===== src/rtl/bfd_pkg.sv =====
// shared types, constants and codes of the buffer-fill deframer
package bfd_pkg;

    localparam int MAX_CHUNKS         = 32;
    localparam int MAX_CHUNK_QUADLETS = 1024;

    localparam int QUADLET_W  = 32;
    localparam int CFG_IDX_W  = 2;
    localparam int CFG_DATA_W = 11;
    localparam int QPC_W      = 11;
    localparam int CPB_W      = 6;
    localparam int CPI_W      = 5;
    localparam int KIND_W     = 2;
    localparam int OFFSET_W   = 17;
    localparam int LENGTH_W   = 17;
    localparam int COUNT_W    = 15;
    localparam int POS_W      = 15;
    localparam int BUFQ_W     = 16;
    localparam int BUFB_W     = 18;
    localparam int BPC_W      = 13;
    localparam int CONSUMED_W = 18;
    localparam int R0_W       = 12;

    // serial divider: dividend and divisor widths, one quotient bit a step
    localparam int DIV_N_W   = 19;
    localparam int DIV_D_W   = 18;
    localparam int DIV_CNT_W = $clog2(DIV_N_W + 1);

    localparam logic [QPC_W-1:0] QPC_RESET = QPC_W'(256);
    localparam logic [CPB_W-1:0] CPB_RESET = CPB_W'(32);
    localparam logic [CPI_W-1:0] CPI_RESET = '0;
    localparam logic [QPC_W-1:0] QPC_MAX   = QPC_W'(MAX_CHUNK_QUADLETS);
    localparam logic [CPB_W-1:0] CPB_MIN   = CPB_W'(2);
    localparam logic [CPB_W-1:0] CPB_MAX   = CPB_W'(MAX_CHUNKS);

    localparam logic [CFG_IDX_W-1:0] REG_QPC = CFG_IDX_W'(0);
    localparam logic [CFG_IDX_W-1:0] REG_CPB = CFG_IDX_W'(1);
    localparam logic [CFG_IDX_W-1:0] REG_CPI = CFG_IDX_W'(2);

    localparam logic ACT_DATA  = 1'b0;
    localparam logic ACT_EVENT = 1'b1;

    // header bytes plus timestamp bytes added to the payload length
    localparam logic [LENGTH_W-1:0] FRAME_OVERHEAD = LENGTH_W'(8);

    typedef enum logic [KIND_W-1:0] {
        KIND_DESC    = 2'd0,
        KIND_SUMMARY = 2'd1,
        KIND_CHUNK   = 2'd2
    } kind_t;

    typedef enum logic [1:0] {
        DIV_START_MOD = 2'd0,
        DIV_PHASE     = 2'd1,
        DIV_CHUNKS    = 2'd2,
        DIV_END_MOD   = 2'd3
    } div_sel_t;

    typedef struct packed {
        logic     data_accept;
        logic     div_start;
        div_sel_t div_sel;
        logic     div_latch;
        logic     emit_summary;
        logic     emit_chunk;
    } dp_cmd_t;

    typedef struct packed {
        logic out_free;
        logic div_done;
        logic chunks_zero;
        logic chunk_final;
    } dp_status_t;

endpackage


===== src/rtl/bfd_div.sv =====
// restoring serial divider, one quotient bit per cycle
module bfd_div (
    input  logic                          clk,
    input  logic                          rst_n,
    input  logic                          start,
    input  logic [bfd_pkg::DIV_N_W-1:0]   dividend,
    input  logic [bfd_pkg::DIV_D_W-1:0]   divisor,
    output logic [bfd_pkg::DIV_N_W-1:0]   quot,
    output logic [bfd_pkg::DIV_D_W-1:0]   rem,
    output logic                          done
);
    import bfd_pkg::*;

    logic [DIV_N_W-1:0]   n_reg, n_next;
    logic [DIV_D_W-1:0]   r_reg, r_next;
    logic [DIV_D_W-1:0]   d_reg, d_next;
    logic [DIV_CNT_W-1:0] cnt_reg, cnt_next;
    logic                 busy_reg, busy_next;
    logic                 done_reg, done_next;
    logic [DIV_D_W:0]     trial;
    logic [DIV_D_W:0]     diff;
    logic                 fits;

    always_comb
    begin
        trial = {r_reg, n_reg[DIV_N_W-1]};
        diff  = trial - {1'b0, d_reg};
        fits  = (trial >= {1'b0, d_reg});

        n_next    = n_reg;
        r_next    = r_reg;
        d_next    = d_reg;
        cnt_next  = cnt_reg;
        busy_next = busy_reg;
        done_next = 1'b0;

        if (start)
        begin
            n_next    = dividend;
            r_next    = '0;
            d_next    = divisor;
            cnt_next  = DIV_CNT_W'(DIV_N_W);
            busy_next = 1'b1;
        end
        else if (busy_reg)
        begin
            n_next   = {n_reg[DIV_N_W-2:0], fits};
            r_next   = fits ? diff[DIV_D_W-1:0] : trial[DIV_D_W-1:0];
            cnt_next = cnt_reg - DIV_CNT_W'(1);
            if (cnt_reg == DIV_CNT_W'(1))
            begin
                busy_next = 1'b0;
                done_next = 1'b1;
            end
        end
    end

    always_ff @(posedge clk or negedge rst_n)
    begin
        if (!rst_n)
        begin
            cnt_reg  <= '0;
            busy_reg <= 1'b0;
            done_reg <= 1'b0;
        end
        else
        begin
            cnt_reg  <= cnt_next;
            busy_reg <= busy_next;
            done_reg <= done_next;
        end
    end

    always_ff @(posedge clk)
    begin
        n_reg <= n_next;
        r_reg <= r_next;
        d_reg <= d_next;
    end

    assign quot = n_reg;
    assign rem  = r_reg;
    assign done = done_reg;

endmodule


===== src/rtl/bfd_datapath.sv =====
// deframer datapath: config, packet tracking, event arithmetic and result register
module bfd_datapath (
    input  logic                             clk,
    input  logic                             rst_n,
    input  logic                             cfg_valid,
    input  logic [bfd_pkg::CFG_IDX_W-1:0]    cfg_index,
    input  logic [bfd_pkg::CFG_DATA_W-1:0]   cfg_data,
    input  logic [bfd_pkg::QUADLET_W-1:0]    quadlet,
    input  bfd_pkg::dp_cmd_t                 cmd,
    output bfd_pkg::dp_status_t              status,
    output logic                             result_valid,
    input  logic                             result_stall,
    output logic [bfd_pkg::KIND_W-1:0]       kind,
    output logic [bfd_pkg::OFFSET_W-1:0]     packet_offset,
    output logic [bfd_pkg::LENGTH_W-1:0]     packet_length,
    output logic [bfd_pkg::COUNT_W-1:0]      packet_count,
    output logic                             irq_mark,
    output logic                             last
);
    import bfd_pkg::*;

    logic [QPC_W-1:0]      cfg_qpc_reg, cfg_qpc_next;
    logic [CPB_W-1:0]      cfg_cpb_reg, cfg_cpb_next;
    logic [CPI_W-1:0]      cfg_cpi_reg, cfg_cpi_next;

    logic [POS_W-1:0]      wpos_reg, wpos_next;
    logic [POS_W-1:0]      pstart_reg, pstart_next;
    logic [POS_W-1:0]      qleft_reg, qleft_next;
    logic [LENGTH_W-1:0]   clen_reg, clen_next;
    logic [CONSUMED_W-1:0] consumed_reg, consumed_next;
    logic [OFFSET_W-1:0]   eso_reg, eso_next;
    logic [COUNT_W-1:0]    pcount_reg, pcount_next;
    logic [CPI_W-1:0]      phase_reg, phase_next;
    logic [OFFSET_W-1:0]   start_reg, start_next;
    logic [R0_W-1:0]       r0_reg, r0_next;
    logic [CPB_W-1:0]      chunks_reg, chunks_next;

    logic                  out_valid_reg, out_valid_next;
    kind_t                 out_kind_reg, out_kind_next;
    logic [OFFSET_W-1:0]   out_offset_reg, out_offset_next;
    logic [LENGTH_W-1:0]   out_length_reg, out_length_next;
    logic [COUNT_W-1:0]    out_count_reg, out_count_next;
    logic                  out_irq_reg, out_irq_next;
    logic                  out_last_reg, out_last_next;

    logic [QPC_W-1:0]      qpc_eff;
    logic [CPB_W-1:0]      cpb_eff;
    logic [BUFQ_W-1:0]     buf_q;
    logic [BUFB_W-1:0]     buf_b;
    logic [BPC_W-1:0]      bpc;
    logic [POS_W-1:0]      pos_cur;
    logic [BUFQ_W-1:0]     pos_inc;
    logic [LENGTH_W-1:0]   hdr_len;
    logic [LENGTH_W-1:0]   hdr_round;
    logic [LENGTH_W-1:0]   cur_round;
    logic [POS_W-1:0]      qleft_dec;
    logic [CONSUMED_W:0]   consumed_sum;
    logic [CPI_W-1:0]      phase_inc;
    logic                  out_free;

    logic [DIV_N_W-1:0]    div_n;
    logic [DIV_D_W-1:0]    div_d;
    logic [DIV_N_W-1:0]    div_quot;
    logic [DIV_D_W-1:0]    div_rem;
    logic                  div_done;

    bfd_div u_div (
        .clk      (clk),
        .rst_n    (rst_n),
        .start    (cmd.div_start),
        .dividend (div_n),
        .divisor  (div_d),
        .quot     (div_quot),
        .rem      (div_rem),
        .done     (div_done)
    );

    // effective geometry: the config registers clamped to their legal ranges
    always_comb
    begin
        if (cfg_qpc_reg == '0)
            qpc_eff = QPC_W'(1);
        else if (cfg_qpc_reg > QPC_MAX)
            qpc_eff = QPC_MAX;
        else
            qpc_eff = cfg_qpc_reg;

        if (cfg_cpb_reg < CPB_MIN)
            cpb_eff = CPB_MIN;
        else if (cfg_cpb_reg > CPB_MAX)
            cpb_eff = CPB_MAX;
        else
            cpb_eff = cfg_cpb_reg;

        // clamped sizes keep the product within 16 bits
        buf_q = {{(BUFQ_W-QPC_W){1'b0}}, qpc_eff}
              * {{(BUFQ_W-CPB_W){1'b0}}, cpb_eff};
        buf_b = {buf_q, 2'b00};
        bpc   = {qpc_eff, 2'b00};
    end

    always_comb
    begin
        case (cmd.div_sel)
            DIV_START_MOD:
            begin
                div_n = {2'b00, eso_reg};
                div_d = buf_b;
            end
            DIV_PHASE:
            begin
                div_n = {2'b00, start_reg};
                div_d = {{(DIV_D_W-BPC_W){1'b0}}, bpc};
            end
            DIV_CHUNKS:
            begin
                div_n = {{(DIV_N_W-R0_W){1'b0}}, r0_reg} + {1'b0, consumed_reg};
                div_d = {{(DIV_D_W-BPC_W){1'b0}}, bpc};
            end
            DIV_END_MOD:
            begin
                div_n = {2'b00, start_reg} + {1'b0, consumed_reg};
                div_d = buf_b;
            end
            default:
            begin
                div_n = '0;
                div_d = buf_b;
            end
        endcase
    end

    always_comb
    begin
        out_free = !out_valid_reg || !result_stall;

        pos_cur   = ({1'b0, wpos_reg} >= buf_q) ? '0 : wpos_reg;
        pos_inc   = {1'b0, pos_cur} + BUFQ_W'(1);
        hdr_len   = {1'b0, quadlet[31:16]} + FRAME_OVERHEAD;
        hdr_round = hdr_len + LENGTH_W'(3);
        cur_round = clen_reg + LENGTH_W'(3);
        qleft_dec = qleft_reg - POS_W'(1);
        consumed_sum = {1'b0, consumed_reg} + {2'b00, cur_round[LENGTH_W-1:2], 2'b00};
        phase_inc = phase_reg + CPI_W'(1);

        cfg_qpc_next  = cfg_qpc_reg;
        cfg_cpb_next  = cfg_cpb_reg;
        cfg_cpi_next  = cfg_cpi_reg;
        wpos_next     = wpos_reg;
        pstart_next   = pstart_reg;
        qleft_next    = qleft_reg;
        clen_next     = clen_reg;
        consumed_next = consumed_reg;
        eso_next      = eso_reg;
        pcount_next   = pcount_reg;
        phase_next    = phase_reg;
        start_next    = start_reg;
        r0_next       = r0_reg;
        chunks_next   = chunks_reg;

        out_valid_next  = out_valid_reg && result_stall;
        out_kind_next   = out_kind_reg;
        out_offset_next = out_offset_reg;
        out_length_next = out_length_reg;
        out_count_next  = out_count_reg;
        out_irq_next    = out_irq_reg;
        out_last_next   = out_last_reg;

        if (cfg_valid)
        begin
            case (cfg_index)
                REG_QPC: cfg_qpc_next = cfg_data[QPC_W-1:0];
                REG_CPB: cfg_cpb_next = cfg_data[CPB_W-1:0];
                REG_CPI: cfg_cpi_next = cfg_data[CPI_W-1:0];
                default: ;
            endcase
        end

        if (cmd.data_accept)
        begin
            wpos_next = (pos_inc >= buf_q) ? '0 : pos_inc[POS_W-1:0];
            if (qleft_reg == '0)
            begin
                // header quadlet opens a packet
                clen_next   = hdr_len;
                pstart_next = pos_cur;
                qleft_next  = hdr_round[LENGTH_W-1:2] - POS_W'(1);
            end
            else
            begin
                qleft_next = qleft_dec;
                if (qleft_dec == '0)
                begin
                    out_valid_next  = 1'b1;
                    out_kind_next   = KIND_DESC;
                    out_offset_next = {pstart_reg, 2'b00};
                    out_length_next = clen_reg;
                    out_count_next  = '0;
                    out_irq_next    = 1'b0;
                    out_last_next   = 1'b1;
                    consumed_next   = consumed_sum[CONSUMED_W] ? '1
                                    : consumed_sum[CONSUMED_W-1:0];
                    if (pcount_reg != '1)
                        pcount_next = pcount_reg + COUNT_W'(1);
                end
            end
        end

        if (cmd.div_latch)
        begin
            case (cmd.div_sel)
                DIV_START_MOD: start_next = div_rem[OFFSET_W-1:0];
                DIV_PHASE:     r0_next    = div_rem[R0_W-1:0];
                DIV_CHUNKS:    chunks_next = (div_quot > {{(DIV_N_W-CPB_W){1'b0}}, cpb_eff})
                                           ? cpb_eff : div_quot[CPB_W-1:0];
                DIV_END_MOD:   eso_next   = div_rem[OFFSET_W-1:0];
                default: ;
            endcase
        end

        if (cmd.emit_summary)
        begin
            out_valid_next  = 1'b1;
            out_kind_next   = KIND_SUMMARY;
            out_offset_next = '0;
            out_length_next = '0;
            out_count_next  = pcount_reg;
            out_irq_next    = 1'b0;
            out_last_next   = (chunks_reg == '0);
            consumed_next   = '0;
            pcount_next     = '0;
        end

        if (cmd.emit_chunk)
        begin
            out_valid_next  = 1'b1;
            out_kind_next   = KIND_CHUNK;
            out_offset_next = '0;
            out_length_next = '0;
            out_count_next  = '0;
            out_irq_next    = 1'b0;
            out_last_next   = (chunks_reg == CPB_W'(1));
            chunks_next     = chunks_reg - CPB_W'(1);
            // phase holds while marks are disabled
            if (cfg_cpi_reg != '0)
            begin
                if (phase_inc >= cfg_cpi_reg)
                begin
                    phase_next   = '0;
                    out_irq_next = 1'b1;
                end
                else
                    phase_next = phase_inc;
            end
        end
    end

    always_ff @(posedge clk or negedge rst_n)
    begin
        if (!rst_n)
        begin
            cfg_qpc_reg   <= QPC_RESET;
            cfg_cpb_reg   <= CPB_RESET;
            cfg_cpi_reg   <= CPI_RESET;
            wpos_reg      <= '0;
            pstart_reg    <= '0;
            qleft_reg     <= '0;
            clen_reg      <= '0;
            consumed_reg  <= '0;
            eso_reg       <= '0;
            pcount_reg    <= '0;
            phase_reg     <= '0;
            chunks_reg    <= '0;
            out_valid_reg <= 1'b0;
        end
        else
        begin
            cfg_qpc_reg   <= cfg_qpc_next;
            cfg_cpb_reg   <= cfg_cpb_next;
            cfg_cpi_reg   <= cfg_cpi_next;
            wpos_reg      <= wpos_next;
            pstart_reg    <= pstart_next;
            qleft_reg     <= qleft_next;
            clen_reg      <= clen_next;
            consumed_reg  <= consumed_next;
            eso_reg       <= eso_next;
            pcount_reg    <= pcount_next;
            phase_reg     <= phase_next;
            chunks_reg    <= chunks_next;
            out_valid_reg <= out_valid_next;
        end
    end

    always_ff @(posedge clk)
    begin
        start_reg      <= start_next;
        r0_reg         <= r0_next;
        out_kind_reg   <= out_kind_next;
        out_offset_reg <= out_offset_next;
        out_length_reg <= out_length_next;
        out_count_reg  <= out_count_next;
        out_irq_reg    <= out_irq_next;
        out_last_reg   <= out_last_next;
    end

    always_comb
    begin
        status.out_free    = out_free;
        status.div_done    = div_done;
        status.chunks_zero = (chunks_reg == '0);
        status.chunk_final = (chunks_reg == CPB_W'(1));
    end

    assign result_valid  = out_valid_reg;
    assign kind          = out_kind_reg;
    assign packet_offset = out_offset_reg;
    assign packet_length = out_length_reg;
    assign packet_count  = out_count_reg;
    assign irq_mark      = out_irq_reg;
    assign last          = out_last_reg;

endmodule


===== src/rtl/bfd_ctrl.sv =====
// deframer controller: item acceptance and event sequencing
module bfd_ctrl (
    input  logic                 clk,
    input  logic                 rst_n,
    input  logic                 item_valid,
    input  logic                 action,
    output logic                 item_stall,
    input  bfd_pkg::dp_status_t  status,
    output bfd_pkg::dp_cmd_t     cmd
);
    import bfd_pkg::*;

    typedef enum logic [2:0] {
        ST_IDLE,
        ST_DIV_GO,
        ST_DIV_WAIT,
        ST_SUMMARY,
        ST_CHUNKS
    } state_t;

    state_t   state_reg, state_next;
    div_sel_t sel_reg, sel_next;

    always_comb
    begin
        state_next       = state_reg;
        sel_next         = sel_reg;
        item_stall       = 1'b1;
        cmd.data_accept  = 1'b0;
        cmd.div_start    = 1'b0;
        cmd.div_sel      = sel_reg;
        cmd.div_latch    = 1'b0;
        cmd.emit_summary = 1'b0;
        cmd.emit_chunk   = 1'b0;

        case (state_reg)
            ST_IDLE:
            begin
                item_stall = !status.out_free;
                if (item_valid && status.out_free)
                begin
                    if (action == ACT_EVENT)
                    begin
                        state_next = ST_DIV_GO;
                        sel_next   = DIV_START_MOD;
                    end
                    else
                        cmd.data_accept = 1'b1;
                end
            end
            ST_DIV_GO:
            begin
                cmd.div_start = 1'b1;
                state_next    = ST_DIV_WAIT;
            end
            ST_DIV_WAIT:
            begin
                if (status.div_done)
                begin
                    cmd.div_latch = 1'b1;
                    state_next    = ST_DIV_GO;
                    case (sel_reg)
                        DIV_START_MOD: sel_next = DIV_PHASE;
                        DIV_PHASE:     sel_next = DIV_CHUNKS;
                        DIV_CHUNKS:    sel_next = DIV_END_MOD;
                        DIV_END_MOD:   state_next = ST_SUMMARY;
                        default:       state_next = ST_SUMMARY;
                    endcase
                end
            end
            ST_SUMMARY:
            begin
                if (status.out_free)
                begin
                    cmd.emit_summary = 1'b1;
                    state_next = status.chunks_zero ? ST_IDLE : ST_CHUNKS;
                end
            end
            ST_CHUNKS:
            begin
                if (status.out_free)
                begin
                    cmd.emit_chunk = 1'b1;
                    if (status.chunk_final)
                        state_next = ST_IDLE;
                end
            end
            default:
                state_next = ST_IDLE;
        endcase
    end

    always_ff @(posedge clk or negedge rst_n)
    begin
        if (!rst_n)
        begin
            state_reg <= ST_IDLE;
            sel_reg   <= DIV_START_MOD;
        end
        else
        begin
            state_reg <= state_next;
            sel_reg   <= sel_next;
        end
    end

endmodule


===== src/rtl/iso_buffer_fill_deframer.sv =====
// Buffer-fill receive deframer: one received quadlet per data item, header bits 31:16 give the
// payload length, each finished packet yields a descriptor with byte offset and length, and a
// completion event yields a summary with the packet count followed by one result per fully
// consumed buffer chunk. Data quadlets stream at one per cycle while the result side keeps up;
// a finished result waits in the output register. A completion event runs four divisions
// through a shared restoring divider that resolves one quotient bit per cycle (19 steps,
// with a set-up step before and a capture step after each), then emits the summary and one
// result per released chunk as the output register frees; no item is taken meanwhile.
module iso_buffer_fill_deframer (
    input  logic                             clk,
    input  logic                             rst_n,
    input  logic                             item_valid,
    output logic                             item_stall,
    input  logic                             action,
    input  logic [bfd_pkg::QUADLET_W-1:0]    quadlet,
    output logic                             result_valid,
    input  logic                             result_stall,
    output logic [bfd_pkg::KIND_W-1:0]       kind,
    output logic [bfd_pkg::OFFSET_W-1:0]     packet_offset,
    output logic [bfd_pkg::LENGTH_W-1:0]     packet_length,
    output logic [bfd_pkg::COUNT_W-1:0]      packet_count,
    output logic                             irq_mark,
    output logic                             last,
    input  logic                             cfg_valid,
    output logic                             cfg_ready,
    input  logic [bfd_pkg::CFG_IDX_W-1:0]    cfg_index,
    input  logic [bfd_pkg::CFG_DATA_W-1:0]   cfg_data
);
    import bfd_pkg::*;

    dp_cmd_t    cmd;
    dp_status_t status;

    assign cfg_ready = 1'b1;

    bfd_ctrl u_ctrl (
        .clk        (clk),
        .rst_n      (rst_n),
        .item_valid (item_valid),
        .action     (action),
        .item_stall (item_stall),
        .status     (status),
        .cmd        (cmd)
    );

    bfd_datapath u_datapath (
        .clk           (clk),
        .rst_n         (rst_n),
        .cfg_valid     (cfg_valid),
        .cfg_index     (cfg_index),
        .cfg_data      (cfg_data),
        .quadlet       (quadlet),
        .cmd           (cmd),
        .status        (status),
        .result_valid  (result_valid),
        .result_stall  (result_stall),
        .kind          (kind),
        .packet_offset (packet_offset),
        .packet_length (packet_length),
        .packet_count  (packet_count),
        .irq_mark      (irq_mark),
        .last          (last)
    );

    // an accepted event blocks further items while it is worked out
    assert property (@(posedge clk) disable iff (!rst_n)
        (item_valid && !item_stall && action == ACT_EVENT) |=> item_stall)
        else $error("item taken right after a completion event");

    // a packet descriptor is always the sole result of its item
    assert property (@(posedge clk) disable iff (!rst_n)
        (result_valid && kind == KIND_DESC) |-> last)
        else $error("descriptor without last");

    // interrupt marks only ride on released chunks
    assert property (@(posedge clk) disable iff (!rst_n)
        (result_valid && irq_mark) |-> (kind == KIND_CHUNK))
        else $error("interrupt mark outside a chunk result");

    // a descriptor never carries a packet count
    assert property (@(posedge clk) disable iff (!rst_n)
        (result_valid && kind == KIND_DESC) |-> (packet_count == '0))
        else $error("descriptor carries a packet count");

endmodule

===== config.mk =====
export PLATFORM = sky130hd
export DESIGN_NAME = iso_buffer_fill_deframer
export DESIGN_NICKNAME = d
export VERILOG_FILES = /design/src/rtl/bfd_pkg.sv /design/src/rtl/bfd_div.sv /design/src/rtl/bfd_datapath.sv /design/src/rtl/bfd_ctrl.sv /design/src/rtl/iso_buffer_fill_deframer.sv
export SDC_FILE = /design/constraint.sdc
export NUM_CORES = 1
export LEC_CHECK = 0
export ABC_AREA = 1
export BUFFER_PORTS_ARGS = -buffer_cell sky130_fd_sc_hd__buf_2
export CAP_MARGIN = 20
export CORE_UTILIZATION = 35
export CTS_CLUSTER_DIAMETER = 60
export DETAILED_ROUTE_END_ITERATION = 6
export HOLD_SLACK_MARGIN = 0.05
export PLACE_DENSITY_LB_ADDON = 0.25
export REMOVE_ABC_BUFFERS = 1
export SYNTH_ARGS = -nofsm -noshare
export SYNTH_HDL_FRONTEND = slang
export SYNTH_SLANG_ARGS = --single-unit

===== constraint.sdc =====
create_clock -name clk -period 11.7 [get_ports clk]
set_clock_uncertainty 0.1 [all_clocks]
set_input_delay 1.17 -clock clk [delete_from_list [all_inputs] [get_ports clk]]
set_output_delay 1.17 -clock clk [all_outputs]
set_load 0.005 [all_outputs]

# [Word-level counts from Yosys, hierarchy flattened]
# Index checks and enable logic that the tools add are counted.
[totals] regBits=293 in_bits=51 output_inout_bits=56 elab_cells=199
[op_classes] addsub=14 mul=1 magnitude_cmp=8 eq_ne=21 n_mux=84 n_bitwise=1 reduce_logical=41
[op_table] operator="$mux 15" n=12
[op_table] operator="$mux 18" n=6
[op_table] operator="$pmux 19 s4" n=1
[op_table] operator="$mux 19" n=2
[op_table] operator="$mux 6" n=6
[op_table] operator="$pmux 18 s2" n=1
[op_table] operator="$add 17x2->17 const B" n=2
[op_table] operator="$mux 1" n=33
[op_table] operator="$logic_not 15->1" n=2
[op_table] operator="$sub 15x1->15 const B" n=2
[op_table] operator="$mux 11" n=2
[op_table] operator="$mux 3" n=7
[op_table] operator="$add 12x18->19" n=1
[op_table] operator="$add 17x18->19" n=1
[op_table] operator="$add 18x17->19" n=1
[op_table] operator="$ge 19x18->1" n=1
[op_table] operator="$gt 19x6->1" n=1
[op_table] operator="$reduce_and 2->1" n=9
[op_table] operator="$sub 18x18->18" n=1
[op_table] operator="$add 16x4->17 const B" n=1
[op_table] operator="$add 15x1->16 const B" n=1
[op_table] operator="$ge 15x16->1" n=1
[op_table] operator="$ge 16x16->1" n=1
[op_table] operator="$mul 11x6->16" n=1
[op_table] operator="41 further kinds" n=74

# [Longest topological paths before layout]
[depth] ltp_word=9 ltp_mapped=46 depth_no_buf=43

# [Modules after synthesis]
# A second synthesis with hierarchy kept.
[unflattened] cells_unflattened=2646 hier_area_um2=20414.6
[modules_own_cells] mod="bfd_datapath" n_inst=1 cells_each=2098 area_per_inst_um2=16140.5
[modules_own_cells] mod="bfd_div" n_inst=1 cells_each=476 area_per_inst_um2=3779.9
[modules_own_cells] mod="bfd_ctrl" n_inst=1 cells_each=70 area_per_inst_um2=483.0
[modules_own_cells] mod="iso_buffer_fill_deframer" n_inst=1 cells_each=2 area_per_inst_um2=11.3

# [Least setup slack after synthesis]
# Ideal clock, no wire load.
[synth_path] path_kind="flip-flop to flip-flop" startpoint="reg u_datapath.cfg_qpc_reg[2]" endpoint="reg u_datapath.wpos_reg[5]" setup_time_ns=0.077 arrival_ns=7.066 required_time_ns=11.523 setup_slack_ns=4.457 path_stages_with_launch=43 path_buffers=2 period_less_slack_ns=7.243 path_cell_list="dfrtp_1 -> nor4_1 -> nand3_1 -> nand2_1 -> clkbuf_1 -> nand2_1 -> nor2_1 -> fa_1 -> fa_1 -> inv_1 -> fa_1 -> inv_1 -> ha_1 -> nand2_1 -> nor3_1 -> nand2_1 -> o211ai_1 -> a21oi_1 -> (+7 left out) -> nand3_2 -> nor2_8 -> nand4_4 -> nor2_2 -> nor2_1 -> nor2_1 -> ha_1 -> a21oi_1 -> o21ai_0 -> a21oi_1 -> o21bai_1 -> nand3_1 -> a21o_1 -> nand3_1 -> a21oi_1 -> clkbuf_1 -> nand3_1 -> o21ai_1"
[synth_via] elab_chain_cells=9 elab_cells_between_ends=10
[synth_lines] item="start, declared" line_no="bfd_datapath.sv:22" rtl="logic [QPC_W-1:0] cfg_qpc_reg, cfg_qpc_next;"
[synth_lines] item="start signal, assigned" line_no="bfd_datapath.sv:278" rtl="cfg_qpc_reg <= cfg_qpc_next;"
[synth_lines] item="$gt 11x11->1" line_no="bfd_datapath.sv:83" rtl="else if (cfg_qpc_reg > QPC_MAX)"
[synth_lines] item="$mux 11" line_no="bfd_datapath.sv:83"
[synth_lines] item="$mux 11 *" line_no="bfd_datapath.sv:81" rtl="if (cfg_qpc_reg == '0)"
[synth_lines] item="$mul 11x6->16 *" line_no="bfd_datapath.sv:97" rtl="* {{(BUFQ_W-CPB_W){1'b0}}, cpb_eff};"
[synth_lines] item="$ge 15x16->1" line_no="bfd_datapath.sv:137" rtl="pos_cur = ({1'b0, wpos_reg} >= buf_q) ? '0 : wpos_reg;"
[synth_lines] item="$mux 15" line_no="bfd_datapath.sv:137"
[synth_lines] item="$add 15x1->16" line_no="bfd_datapath.sv:138" rtl="pos_inc = {1'b0, pos_cur} + BUFQ_W'(1);"
[synth_lines] item="$ge 16x16->1" line_no="bfd_datapath.sv:181" rtl="wpos_next = (pos_inc >= buf_q) ? '0 : pos_inc[POS_W-1:0];"
[synth_lines] item="$mux 15 *" line_no="bfd_datapath.sv:181"
[synth_lines] item="end signal, assigned" line_no="bfd_datapath.sv:281" rtl="wpos_reg <= wpos_next;"
[synth_lines] item="end, declared" line_no="bfd_datapath.sv:26" rtl="logic [POS_W-1:0] wpos_reg, wpos_next;"
# Every way passes the cells marked *; elsewhere a longest branch is shown, timed or not.
# A chain may end at the register's enable or synchronous reset.

# [Worst setup path in the final report]
[layout_path] startpoint="reg u_datapath.cfg_qpc_reg[7]" endpoint="reg u_datapath.wpos_reg[4]"
# The elaborated chain is that of the path after synthesis.

==> key figures <==
Power and ir drop
  • Tot Pwr: roughly 2.6 mW
  • VDD IR max: 0.08532 mV
  • Leak pwr: ~10 nW
  • PwrDens: around 120 nW/um^2

Drt
  • DRT Wirelength: roughly 50000 um
  • Drt first pass iters: 5
  • Starting DRC count in detailed routing: between 900 and 1k
  • Drt wl/cell: 15.22 um
  • DR DRC count: 0
  • Antenna Nets Post-Route: 0
  • Via count: around 17k
  • Vias per cell: ~5.0

Placed design
  • Pre-CTS setup slack: just over 3000 ps
  • GPL Wtd Cong: 0.9010
  • I/O Buffers: 87
  • HPWL after detailed placement: 37810 um

Logic synthesis
  • Seq cells post-synth: 290
  • Yosys cell types: 65
  • YS warnings: 0
  • Post-Syn Area: 19420 sq um
  • Ys async rst share: 0.5414
  • Post-synth EDFFs: 66
  • Top_reg_cell synth: dfrtp_1
  • Syn Area/Cell: 7.834 sq um
  • Sequential-to-total area share from yosys stat: 0.3736
  • Gate count of the mapped netlist: approximately 2.5k

Die
  • Horiz. Die Dim: roughly 240 um
  • Starting density of the core: 0.3573
  • I/O pin count: 107
  • Core area: about 54000 sq um
  • Row cnt: 85
  • Die H: about 240 um
  • Die ar.: 56430 sq um

Timing
  • Setup WS post-layout: a little over 3000 ps
  • Rel. slew slack: 0.2889
  • RSZ-0062 raised after global routing: false
  • Fmax: around 120 MHz
  • Max Slew Vio Count: 0
  • Min cycle time layout: just under 9000 ps
  • Period utilisation layout: 0.7414
  • Final Hold Fails: 0
  • Fin Setup TNS: 0 ps
  • # setup viols final: 0
  • Worst Tran Pin Value: between 1000 and 1500 ps
  • Final hold slack: about 350 ps

Job
  • Max Cap Violations: 0

Worst setup path
  • Crit-path max FO: 21
  • Crit end category: flop
  • CP max stage cell: fa_1
  • CP Data Required Time: between 10000 and 15000 ps
  • CP startpoint kind: flop
  • Setup CP Type: flop to flop
  • Register-to-Register Setup Slack: between 3000 and 4000 ps
  • Critical Path AT: roughly 9000 ps
  • Crit-path max cell delay: between 500 and 600 ps

CTS
  • Clock Latency Late Sink: between 500 and 600 ps
  • Sink Count: 290
  • Number of H-tree levels: 2
  • Worst-path clk slew: about 60 ps
  • Root buffer cell: clkbuf_16
  • Maximum root-to-sink buffer count: 3
  • PostCTS Resize Cnt: 0
  • CTS hold repair buffers: 0
  • Postcts setup bufs: 0
  • CTS tree: yes
  • CTS Buf Count: 35

Global route
  • Number of global-route vias before repair: 16.25k
  • Pin count of the biggest net entering global routing: 93
  • First-pass GRT wire length: approximately 83000 um
  • GRT Overall Usage: 0.1808
  • GR Overflow Total: 0
  • Initial antenna violation count: 0

Final layout
  • Share of layout cells above drive strength 1: 0.1038
  • Most common cell after layout, fill and taps aside: nand2_1
  • Max FFs per register: 19
  • Final net count: ~2.8k
  • N_diodes: 0
  • Area growth syn-to-layout: 11.95%
  • Commonest non-fill, non-tap cells in the layout: nand2_1, inv_1, nor2_1, o21ai_0, dfrtp_1

Run status
  • Run status: complete, no violations

Min path
  • Hold Crit Class: flop to flop
## report_power, final
group	switching (mW)	internal (mW)	total, mW	leakage [nW]
Clock	0.445	0.656	1.10	0.574
Sequential	0.0213	1.05	1.07	3.01
Combinational	0.262	0.133	0.395	6.91
Total	0.729	1.84	2.57	10.5
## synth_stat cells (8+ instances only)
cell type | n | area, sq um
nor3_1 | 35 | 175.2
ha_1 | 130 | 1627
nor2_2 | 23 | 143.9
inv_1 | 331 | 1242
xor2_1 | 44 | 385.4
clkbuf_1 | 51 | 191.4
edfxtp_1 | 66 | 1982
inv_2 | 15 | 56.30
fa_1 | 39 | 780.8
o221ai_1 | 8 | 70.07
nand3_2 | 9 | 90.09
o21ai_0 | 198 | 991.0
o22ai_1 | 19 | 118.9
o21ai_1 | 11 | 55.05
dfrtp_1 | 155 | 3879
nand2_2 | 11 | 68.82
nor4_1 | 15 | 93.84
a21oi_1 | 144 | 720.7
nor2_1 | 247 | 927.1
nand3_1 | 102 | 510.5
a31oi_1 | 9 | 56.30
nand2_1 | 505 | 1896
o211ai_1 | 18 | 135.1
nand4_1 | 47 | 294.0
a211oi_1 | 22 | 165.2
dfxtp_1 | 67 | 1341
xnor2_1 | 23 | 201.4
buf_2 | 11 | 55.05
and2_1 | 10 | 62.56
## worst paths after layout
path                                      startpoint                         to  depth (start not counted)
min                               u_datapath.kind[1]         u_datapath.kind[1]                          2
max reg2reg                u_datapath.cfg_qpc_reg[7]     u_datapath.wpos_reg[4]                         43
max in group asynchronous                      rst_n  u_datapath.cfg_cpb_reg[4]                          2
min reg2reg                       u_datapath.kind[1]         u_datapath.kind[1]                          2
min in group asynchronous                      rst_n   u_datapath.pstart_reg[8]                          1
max                        u_datapath.cfg_qpc_reg[7]     u_datapath.wpos_reg[4]                         43
## final cells by class
| type | count | area (sq um) |
|---|---|---|
| fillers | 5487 | 32610 |
| multi-input cells | 1769 | 10550 |
| flip-flops and latches | 290 | 7254 |
| inverters | 351 | 1319 |
| clock buffers | 45 | 1007 |
| well taps | 739 | 924.6 |
| repair buffers | 99 | 535.5 |
| clock inverters | 18 | 153.9 |
## per-stage QoR
| step | instances | utilization | instance area (sq um) |
|---|---|---|---|
| 2_1_floorplan | 2410 | - | 19110 |
| 3_3_place_gp | 3247 | 0.3785 | 20570 |
| 3_5_place_dp | 3248 | 0.3787 | 20580 |
| 4_1_cts | 3311 | 0.4000 | 21740 |
| 5_1_grt | 3311 | 0.4000 | 21740 |
| 6_report | 3311 | 0.4000 | 21740 |
## logic make-up (layout without fill, tap and decap cells)
group	count (synthesis)	in the layout	share of synthesized area
simple gates	1047	1047	0.2438
compound gates	474	474	0.1376
buf+inv	421	513	0.08427
flops	290	290	0.3736
fa+ha+maj	169	169	0.1240
xor+xnor	71	71	0.03357
mux	5	5	0.002899
other cells	2	3	0.0003867
## critical path, delay by kind of cell, from the launching register on
kind                     cells  cell delay (ps)
buffers and inverters        7              770
AND/OR/NAND/NOR             19             3070
AO/OA/AOI/OAI               10             1280
flip-flops                   1              440
adder cells (fa/ha/maj)      6             2490
XOR/XNOR                     1              350
## per-layer routing
layer | vias to the layer above | part of all wire | global-route usage
met5 | - | 0 | 0
met4 | 0 | 0.031 | 0.06530
met3 | 92 | 0.038 | 0.02764
met2 | 305 | 0.48 | 0.3087
met1 | 7785 | 0.45 | 0.2308
li1 | 8345 | - | -
No activity file was read; power rests on OpenSTA's default activity.
